### src/rtl/core/u2c_pkg.sv
// u2c_pkg: constants and mapping functions for the UTF-8 to Windows-1251 decoder.
// Holds the accented-letter fold table and the 0x80..0xBF code point table.
// No dependencies.
package u2c_pkg;

	localparam int TableSlots = 128;
	localparam int DefinedSlots = 64;

	localparam logic [20:0] CyrLow  = 21'h000410;
	localparam logic [20:0] CyrHigh = 21'h00044F;
	localparam logic [20:0] LatLow  = 21'h0000C0;
	localparam logic [20:0] LatHigh = 21'h0000FF;
	localparam logic [20:0] BmpMax  = 21'h00FFFF;

	localparam logic [511:0] FoldStr =
		"AAAAAAACEEEEIIIIDNOOOOOxOUUUUYPsaaaaaaaceeeeiiiidnooooo/ouuuuypy";

	localparam logic [15:0] HighHalf [DefinedSlots] = '{
		16'h0402, 16'h0403, 16'h201A, 16'h0453, 16'h201E, 16'h2026, 16'h2020, 16'h2021,
		16'h20AC, 16'h2030, 16'h0409, 16'h2039, 16'h040A, 16'h040C, 16'h040B, 16'h040F,
		16'h0452, 16'h2018, 16'h2019, 16'h201C, 16'h201D, 16'h2022, 16'h2013, 16'h2014,
		16'h0000, 16'h2122, 16'h0459, 16'h203A, 16'h045A, 16'h045C, 16'h045B, 16'h045F,
		16'h00A0, 16'h040E, 16'h045E, 16'h0408, 16'h00A4, 16'h0490, 16'h00A6, 16'h00A7,
		16'h0401, 16'h00A9, 16'h0404, 16'h00AB, 16'h00AC, 16'h00AD, 16'h00AE, 16'h0407,
		16'h00B0, 16'h00B1, 16'h0406, 16'h0456, 16'h0491, 16'h00B5, 16'h00B6, 16'h00B7,
		16'h0451, 16'h2116, 16'h0454, 16'h00BB, 16'h0458, 16'h0405, 16'h0455, 16'h0457
	};

	typedef logic [20:0] code_point_t;
	typedef logic [7:0]  glyph_t;

	function automatic logic [15:0] high_half(input logic [6:0] idx);
		logic [15:0] v;
		v = 16'h0000;
		if (idx < 7'(DefinedSlots)) begin
			v = HighHalf[idx[5:0]];
		end
		return v;
	endfunction

	function automatic glyph_t fold_letter(input logic [5:0] idx);
		logic [9:0] base;
		base = 10'(511) - {idx, 3'b000};
		return FoldStr[base -: 8];
	endfunction

	function automatic glyph_t map_code_point(input code_point_t cp, input int entries);
		glyph_t code;
		code = 8'h00;
		if (cp >= CyrLow && cp <= CyrHigh) begin
			code = {2'b11, cp[5:0] - 6'h10};
		end else if (cp >= LatLow && cp <= LatHigh) begin
			code = fold_letter(cp[5:0]);
		end else if (cp <= BmpMax) begin
			for (int i = 0; i < TableSlots; i++) begin
				if (i < entries && high_half(7'(i)) != 16'h0000
						&& {5'b00000, high_half(7'(i))} == cp) begin
					code = {1'b1, 7'(i)};
				end
			end
		end
		return code;
	endfunction

endpackage

### src/rtl/core/u2c_stream_if.sv
// u2c_byte_if / u2c_glyph_if: valid/ready stream channels of the decoder.
// A transfer happens on a rising edge with valid and ready both high.
// Depends on u2c_pkg.
interface u2c_byte_if import u2c_pkg::*; ();
	logic       valid;
	logic       ready;
	logic [7:0] byte_in;
	modport source (output valid, output byte_in, input ready);
	modport sink   (input valid, input byte_in, output ready);
endinterface

interface u2c_glyph_if import u2c_pkg::*; ();
	logic   valid;
	logic   ready;
	glyph_t glyph_code;
	modport source (output valid, output glyph_code, input ready);
	modport sink   (input valid, input glyph_code, output ready);
endinterface

### src/rtl/core/utf8_to_cp1251_decoder_core.sv
// utf8_to_cp1251_decoder_core: UTF-8 byte stream to Windows-1251 display codes.
// Depends on u2c_pkg and the channel interfaces in u2c_stream_if.sv.
//
// Usage:
//   byte_ch carries one raw UTF-8 byte per transfer; glyph_ch returns exactly
//   one display code per accepted byte, in order. Code 0 means nothing to draw
//   (continuation still expected, stray continuation, invalid lead byte or an
//   unmapped code point). ASCII passes through and aborts a pending sequence.
//   Path: an accepted byte is held in the input register, and its code is then registered in the result register.
//   Throughput: one byte per cycle unless glyph_ch stalls; the input register
//   and the result register each hold one item, and the decode plus table
//   lookup sits between them.
//   Stalls: when glyph_ch.ready is low the result register holds; byte_ch
//   keeps accepting until the input register is also full, then ready drops.
//   Reset: arst_n clears both pipeline valids, the pending continuation count
//   and the collected code point.
//   MAP_ENTRIES limits how many slots of the 0x80..0xBF table are searched.
module utf8_to_cp1251_decoder_core import u2c_pkg::*; #(
	parameter int MAP_ENTRIES = 64
) (
	input  logic        clk,
	input  logic        arst_n,
	u2c_byte_if.sink    byte_ch,
	u2c_glyph_if.source glyph_ch
);

	logic        valid_s1;
	logic [7:0]  byte_s1;
	logic        valid_s2;
	glyph_t      code_s2;
	logic [1:0]  pend_q;
	code_point_t acc_q;

	logic        advance;
	logic [1:0]  pend_nxt;
	code_point_t acc_nxt;
	glyph_t      code_nxt;

	assign advance        = !valid_s2 || glyph_ch.ready;
	assign byte_ch.ready  = !valid_s1 || advance;
	assign glyph_ch.valid = valid_s2;
	assign glyph_ch.glyph_code = code_s2;

	always_comb begin
		pend_nxt = pend_q;
		acc_nxt  = acc_q;
		code_nxt = 8'h00;
		if (!byte_s1[7]) begin
			pend_nxt = 2'd0;
			code_nxt = byte_s1;
		end else if (byte_s1[7:6] == 2'b10) begin
			if (pend_q != 2'd0) begin
				acc_nxt  = {acc_q[14:0], byte_s1[5:0]};
				pend_nxt = pend_q - 2'd1;
				if (pend_q == 2'd1) begin
					code_nxt = map_code_point({acc_q[14:0], byte_s1[5:0]}, MAP_ENTRIES);
				end
			end
		end else if (byte_s1[7:5] == 3'b110) begin
			acc_nxt  = {16'h0000, byte_s1[4:0]};
			pend_nxt = 2'd1;
		end else if (byte_s1[7:4] == 4'b1110) begin
			acc_nxt  = {17'h00000, byte_s1[3:0]};
			pend_nxt = 2'd2;
		end else if (byte_s1[7:3] == 5'b11110) begin
			acc_nxt  = {18'h00000, byte_s1[2:0]};
			pend_nxt = 2'd3;
		end else begin
			pend_nxt = 2'd0;
		end
	end

	always_ff @(posedge clk or negedge arst_n) begin
		if (!arst_n) begin
			valid_s1 <= 1'b0;
			valid_s2 <= 1'b0;
			pend_q   <= 2'd0;
			acc_q    <= '0;
		end else begin
			if (byte_ch.ready) begin
				valid_s1 <= byte_ch.valid;
			end
			if (advance) begin
				valid_s2 <= valid_s1;
				if (valid_s1) begin
					pend_q <= pend_nxt;
					acc_q  <= acc_nxt;
				end
			end
		end
	end

	always_ff @(posedge clk) begin
		if (byte_ch.ready && byte_ch.valid) begin
			byte_s1 <= byte_ch.byte_in;
		end
		if (advance && valid_s1) begin
			code_s2 <= code_nxt;
		end
	end

endmodule

### src/flat_wrapper.sv
// flat-port wrapper written by rule: the top's interface ports become plain ports
module utf8_to_cp1251_decoder_core_flat import u2c_pkg::*;
#(
	parameter int MAP_ENTRIES = 64
)
  (clk, arst_n, byte_ch_valid, byte_ch_byte_in, byte_ch_ready, glyph_ch_valid, glyph_ch_glyph_code, glyph_ch_ready);
  u2c_byte_if byte_ch_i ();
  u2c_glyph_if glyph_ch_i ();
  input  logic clk;
  input  logic arst_n;
  input wire logic [$bits(byte_ch_i.valid)-1:0] byte_ch_valid;
  input wire logic [$bits(byte_ch_i.byte_in)-1:0] byte_ch_byte_in;
  output wire logic [$bits(byte_ch_i.ready)-1:0] byte_ch_ready;
  output wire logic [$bits(glyph_ch_i.valid)-1:0] glyph_ch_valid;
  output wire logic [$bits(glyph_ch_i.glyph_code)-1:0] glyph_ch_glyph_code;
  input wire logic [$bits(glyph_ch_i.ready)-1:0] glyph_ch_ready;
  assign byte_ch_i.valid = byte_ch_valid;
  assign byte_ch_i.byte_in = byte_ch_byte_in;
  assign byte_ch_ready = byte_ch_i.ready;
  assign glyph_ch_valid = glyph_ch_i.valid;
  assign glyph_ch_glyph_code = glyph_ch_i.glyph_code;
  assign glyph_ch_i.ready = glyph_ch_ready;
  utf8_to_cp1251_decoder_core #(.MAP_ENTRIES(MAP_ENTRIES)) u_core (.clk(clk), .arst_n(arst_n), .byte_ch(byte_ch_i), .glyph_ch(glyph_ch_i));
endmodule
### config.mk
export PLATFORM = sky130hd
export DESIGN_NAME = utf8_to_cp1251_decoder_core_flat
export DESIGN_NICKNAME = d
export VERILOG_FILES = /design/src/rtl/core/u2c_pkg.sv /design/src/rtl/core/u2c_stream_if.sv /design/src/rtl/core/utf8_to_cp1251_decoder_core.sv /design/src/flat_wrapper.sv
export SDC_FILE = /design/constraint.sdc
export NUM_CORES = 1
export LEC_CHECK = 0
export BUFFER_PORTS_ARGS = -buffer_cell sky130_fd_sc_hd__buf_2
export CORE_MARGIN = 2
export CORE_UTILIZATION = 30
export DETAILED_ROUTE_END_ITERATION = 12
export GPL_ROUTABILITY_DRIVEN = 0
export SYNTH_ARGS = -nofsm -noshare
export SYNTH_HDL_FRONTEND = slang
export SYNTH_SLANG_ARGS = --single-unit
### constraint.sdc
create_clock -name clk -period 3 [get_ports clk]
set_input_delay 0.45 -clock clk [delete_from_list [all_inputs] [get_ports clk]]
set_output_delay 0.45 -clock clk [all_outputs]
set_load 0.01 [all_outputs]
; ---- Word-level counts from Yosys, hierarchy flattened
; Index checks and enable logic that the tools add are counted.
[word_totals]
out_inout_bits = 10
elab_cells = 758
in_bits = 12
register_bits = 35
[op_classes]
n_reduce_logical = 141
shifts = 1
muxes = 530
eq_ne = 71
addsub = 3
n_lt_le_gt_ge = 5
[ops]
columns = op, count
row1 = $mux 16, 448
row2 = $eq 16x21->1, 64
row3 = $reduce_bool 16->1, 64
row4 = $mux 8, 67
row5 = $shiftx 519x11->8 const A, 1
row6 = $mux 15, 5
row7 = $logic_and 1x1->1, 68
row8 = $mux 7, 4
row9 = $ge 21x11->1 const B, 1
row10 = $ge 21x8->1 const B, 1
row11 = $le 21x11->1 const B, 1
row12 = $le 21x16->1 const B, 1
row13 = $le 21x8->1 const B, 1
row14 = $mux 2, 6
row15 = $sub 9x9->10 const A, 1
row16 = $sub 6x5->6 const B, 1
row17 = $eq 5x5->1 const B, 1
row18 = $reduce_and 5->1, 1
row19 = $eq 4x4->1 const B, 1
row20 = $reduce_and 4->1, 1
row21 = $reduce_bool 4->1, 1
row22 = $eq 3x3->1 const B, 1
row23 = $ne 3x3->1 const B, 1
row24 = $reduce_and 3->1, 1
row25 = 7 further kinds, 9

; ---- Depth between registers and ports, before layout
[depth]
ltp_word = 81
mapped_depth = 12
ltp_nobuf = 10

; ---- Least setup slack after synthesis
; OpenSTA, ideal clock, no wires.
[synth_timing]
path_type = flip-flop to flip-flop
startpoint = reg u_core.byte_s1[5]
endpoint = reg u_core.code_s2[1] (netlist: u_core.glyph_ch.glyph_code[1]) (data pin)
n_path_buf = 1
slack_ps = 190
arrival_time_ps = 2664
setup_time_ps = 146
required_time_ps = 2854
period_less_slack_ps = 2810
path_stages_with_launch = 12
path_cell_list = edfxtp_1 > clkbuf_1 > inv_1 > ha_1 > or4bb_1 > nor4_2 > nand2_1 > a211oi_1 > a21oi_1 > o2111ai_1 > o31ai_1 > a21oi_1
[synth_between]
elab_chain_cells = 72
elab_cells_between_ends = 205
cone_classes = add/sub (1) / order compare (5) / eq/ne (63) / shift (1) / mux (70) / reduce/logical (65)
[synth_rtl]
columns = element, line
row1 = "start, declared", utf8_to_cp1251_decoder_core.sv:28  ; logic [7:0] byte_s1;
row2 = "start signal, assigned", utf8_to_cp1251_decoder_core.sv:95  ; byte_s1 <= byte_ch.byte_in;
row3 = $eq 16x21->1, u2c_pkg.sv:57  ; && {5'b00000, high_half(7'(i))} == cp) begin
row4 = $logic_and 1x1->1, u2c_pkg.sv:57
row5 = $mux 8 (63 in series), u2c_pkg.sv:56  ; if (i < entries && high_half(7'(i)) != 16'h0000
row6 = $mux 8, u2c_pkg.sv:54  ; end else if (cp <= BmpMax) begin
row7 = $mux 8, u2c_pkg.sv:52  ; end else if (cp >= LatLow && cp <= LatHigh) begin
row8 = $mux 8 (*), u2c_pkg.sv:50  ; if (cp >= CyrLow && cp <= CyrHigh) begin
row9 = $mux 7 (*), utf8_to_cp1251_decoder_core.sv:55  ; if (pend_q == 2'd1) begin
row10 = $mux 7 (*), utf8_to_cp1251_decoder_core.sv:52  ; if (pend_q != 2'd0) begin
row11 = $mux 7 (*), utf8_to_cp1251_decoder_core.sv:51  ; end else if (byte_s1[7:6] == 2'b10) begin
row12 = $mux 7 (*), utf8_to_cp1251_decoder_core.sv:48  ; if (!byte_s1[7]) begin
row13 = net u_core.code_nxt[1], utf8_to_cp1251_decoder_core.sv:37  ; glyph_t code_nxt;
row14 = "end signal, assigned", utf8_to_cp1251_decoder_core.sv:98  ; code_s2 <= code_nxt;
row15 = "end, declared", utf8_to_cp1251_decoder_core.sv:30  ; glyph_t code_s2;
; The timed path passes the listed nets; every way through them passes the cells marked *.
; A chain may end at the register's enable or synchronous reset.

; ---- Final worst setup path
[layout_timing]
startpoint = reg u_core.acc_q[5]
endpoint = reg u_core.code_s2[0] (netlist: u_core.glyph_ch.glyph_code[0]) (data pin)
[layout_between]
elab_chain_cells = 72
elab_cells_between_ends = 203
cone_classes = order compare (5) / eq/ne (63) / mux (70) / reduce/logical (65)
[layout_rtl]
columns = element, line
row1 = "start, declared", utf8_to_cp1251_decoder_core.sv:32  ; code_point_t acc_q;
row2 = "start signal, assigned", utf8_to_cp1251_decoder_core.sv:87  ; acc_q <= acc_nxt;
row3 = $eq 16x21->1, u2c_pkg.sv:57
row4 = $logic_and 1x1->1, u2c_pkg.sv:57
row5 = $mux 8 (63 in series), u2c_pkg.sv:56
row6 = $mux 8, u2c_pkg.sv:54
row7 = $mux 8, u2c_pkg.sv:52
row8 = $mux 8 (*), u2c_pkg.sv:50
row9 = $mux 7 (*), utf8_to_cp1251_decoder_core.sv:55
row10 = $mux 7 (*), utf8_to_cp1251_decoder_core.sv:52
row11 = $mux 7 (*), utf8_to_cp1251_decoder_core.sv:51
row12 = $mux 7 (*), utf8_to_cp1251_decoder_core.sv:48
row13 = net u_core.code_nxt[0], utf8_to_cp1251_decoder_core.sv:37
; Marks and branches as above.

==> run summary <==
* **Tightest Hold Check Type** input pin to async pin
* **detailed-route wire length per cell** 18.19 microns
* **highest clock frequency the design can meet** 0.3503 GHz
* **sink count of the clock tree** 35
* **die height** 108.7 microns
* **number of buffers inserted during clock tree synthesis** 5
* **Max VDD drop** 0.3195 mV
* **Final period util** 0.9515
* **most area-consuming cells after synthesis** edfxtp_1, dfrtp_1, nand2_1, nor4_1, o21ai_0
* **first-pass GRT wire length** 17910 microns
* **initial antenna violation count** 0
* **Die Footprint** 11800 sq um
* **count of buffering cells on the critical path with inverters included** 0
* **synthesized netlist net count** 442
* **Setup Crit Path Kind** flip-flop to flip-flop
* **gate count after technology mapping** 424
* **setup ws final** 145.5 ps
* **vias in the first global route** 3419
* **status** finished, final reports clean
* **most congested layer reported by global routing** met2
* **share of flip-flops with an asynchronous set or reset** 0.5429
* **Vias per Instance** 6.209
* **worst-path maximum fanout** 14
* **GRT Overall Usage** 0.1921
* **filler cell count** 1166
* **predominant post-synthesis flop cell** dfrtp_1
* **IO Pins** 22
* **Worst-path clk slew** 80 ps
* **final worst hold slack** 86.98 ps
* **largest net degree at the start of global routing** 41
* **Pins Over Slew Limit** 0
* **Die X** 108.7 microns
* **CP arrival** 2990 ps
* **Syn. warnings** 0
* **power density over the cells** 449.2 nW/um^2
* **crit-path max cell delay** 670 ps
* **area inside the core boundary** 10750 sq um
* **row cnt** 38
* **share of cells above drive strength 1** 0.1904
* **top post-synthesis cells by count** nand2_1, clkbuf_1, nor2_1
* **worst clock skew on the final layout** 7.941 ps
* **remaining global-route overflow** 0
* **Setup violations, final** 0
* **Synth Cell Area** 3286 sq um
* **final WL** 10860 microns
* **count of vias placed by the detailed router** 3707
* **EDFF count, synth** 16
* **Starting Density** 0.3058
* **post-synthesis to final-layout area growth** 17.48%
* **global routing met3 resource utilization** 0.02929
* **number of design rule violations left after detail routing** 0
* **Worst Tran Pin Value** 1127 ps
* **Nets** 474
* **number of DRC markers after the initial detailed-route iteration** 642
* **family with the most delay on the worst path** simple AND/OR/NAND/NOR gates
* **number of input and output port buffers inserted** 21
* **GR Layer Usage met2** 0.2933
* **sequence of cells on the critical path** or4b_1, or4_4, nor2_1, a32oi_1, o2111ai_1, a211o_1, nand2b_1, a21oi_1
* **kind of start point of the critical path** flip-flop
* **clk root buf** clkbuf_8
* **ant diodes** 0
* **count of TritonRoute iterations in the first routing pass** 5
* **cell with the most instances after synthesis** nand2_1
* **number of nets with antenna violations after routing** 0
* **number of unique standard cell types used by synthesis** 73
* **Lkg Pwr** 1.460 nW
* **time the final worst path needs with I/O delays and setup** 2855 ps
* **sequential-to-total area share from yosys stat** 0.2909
* **max cap viols** 0
* **number of register bits inferred by synthesis** 35
* **mean area per synthesized cell** 7.749 sq um
* **met1 Use GR** 0.2696
* **post-detailed-placement half-perimeter wirelength** 8057 microns
* **buffer depth of the longest clock path** 2
* **TritonCTS clock tree** yes
* **Crit-path slowest cell** or4b_1
* **library cell occupying the most area in the post-synthesis netlist** edfxtp_1
* **Fin. Hold Viols** 0
* **data required time at the worst endpoint** 3140 ps
* **number of hold-repair buffers added at the cts stage** 0
* **Slew Limit Headroom** 0.2440
* **worst setup slack before clock tree synthesis** 47.42 ps
* **Worst-Skew Late Latency** 290 ps
* **depth of the CTS H-tree** 2
* **crit end category** flip-flop
* **unrepaired setup endpoints after global routing** yes
* **area share of the largest cell type after synthesis** 0.1462
path summary, 6_finish.rpt:
kind / startpoint / to / slack, ps / depth (start not counted)
worst max-delay path: u_core.acc_q[5] / u_core.glyph_ch.glyph_code[0] / 150 / 8
worst min-delay path: arst_n / u_core.pend_q[1] / 90 / 1
worst max register to register: u_core.acc_q[5] / u_core.glyph_ch.glyph_code[0] / 150 / 8
worst min register to register: u_core.valid_s1 / u_core.glyph_ch.valid / 500 / 1
max in group asynchronous: arst_n / u_core.acc_q[1] / 2610 / 1
min in group clk: byte_ch_byte_in[0] / u_core.byte_s1[0] / 330 / 1
stage by stage:
| step | TNS (ps) | instance area (sq um) | power (mW) | utilization | instances |
|---|---|---|---|---|---|
| 6_report | 0 | 3860 | 1.734 | 0.3592 | 597 |
| 5_1_grt | -8.208 | 3860 | 1.848 | 0.3592 | 597 |
| 4_1_cts | 0 | 3830 | 1.707 | 0.3564 | 597 |
| 3_5_place_dp | 0 | 3737 | 1.344 | 0.3478 | 589 |
| 3_3_place_gp | 0 | 3737 | 1.342 | 0.3478 | 589 |
| 2_1_floorplan | 0 | 3286 | 1.107 | - | 424 |
timing repair:
item / in CTS / in global routing
setup buffers: 0 / 0
gates resized for setup: 0 / 9
endpoints found under the setup margin: 0 / 7
hold endpoints to repair: 0 / 0
cells in the final DEF, fill, tap and decap left out, types with 6 or more instances in the layout:
master     n
nand2_1   62
buf_4     37
nor2_1    24
o21ai_0   23
nor4_1    22
a21oi_1   21
buf_2     21
nand3_1   20
dfrtp_1   19
edfxtp_1  16
nor3_1    15
nand2b_1  11
a31oi_1   10
inv_1      7
o211ai_1   7
nor2b_1    6
nand4_1    6
layer usage:
metal | wire [microns] | vias up | part of all wire
met1 | 4679 | 1731 | 0.43
met2 | 4779 | 220 | 0.44
li1 | - | 1708 | -
met3 | 1003 | 48 | 0.092
met5 | 0 | - | 0
met4 | 397 | 0 | 0.037
kinds of logic after synthesis:
| group | share of synthesized area |
|---|---|
| xor gates and xnor gates | 0.005332 |
| muxes | 0.003047 |
| buffers and inverters | 0.05864 |
| AOI/OAI and AO/OA | 0.2578 |
| DFF | 0.2909 |
| and+or+nand+nor | 0.3614 |
| adders and majority gates | 0.02285 |
layout make-up:
class	instances	area [sq um]	share of cell area
flip-flops and latches	35	955.9	0.2477
well taps	140	175.2	0.04538
clock buffers	5	68.82	0.01783
repair buffers	60	422.9	0.1096
multi-input cells	343	2172	0.5627
inverters	11	41.29	0.01070
clock inverters	3	23.77	0.006159
flip-flops by register name, indices dropped and copies added (netlist names):
signal                      count
u_core.pend_q                   2
u_core.glyph_ch.valid           1
u_core.glyph_ch.glyph_code      8
u_core.byte_s1                  8
u_core.acc_q                   15
u_core.valid_s1                 1
power by group:
group	internal, mW	switching [mW]
registers	0.563	0.0736
logic	0.280	0.457
clock network	0.166	0.194
total	1.01	0.725
No activity file was read; power rests on OpenSTA's default activity.
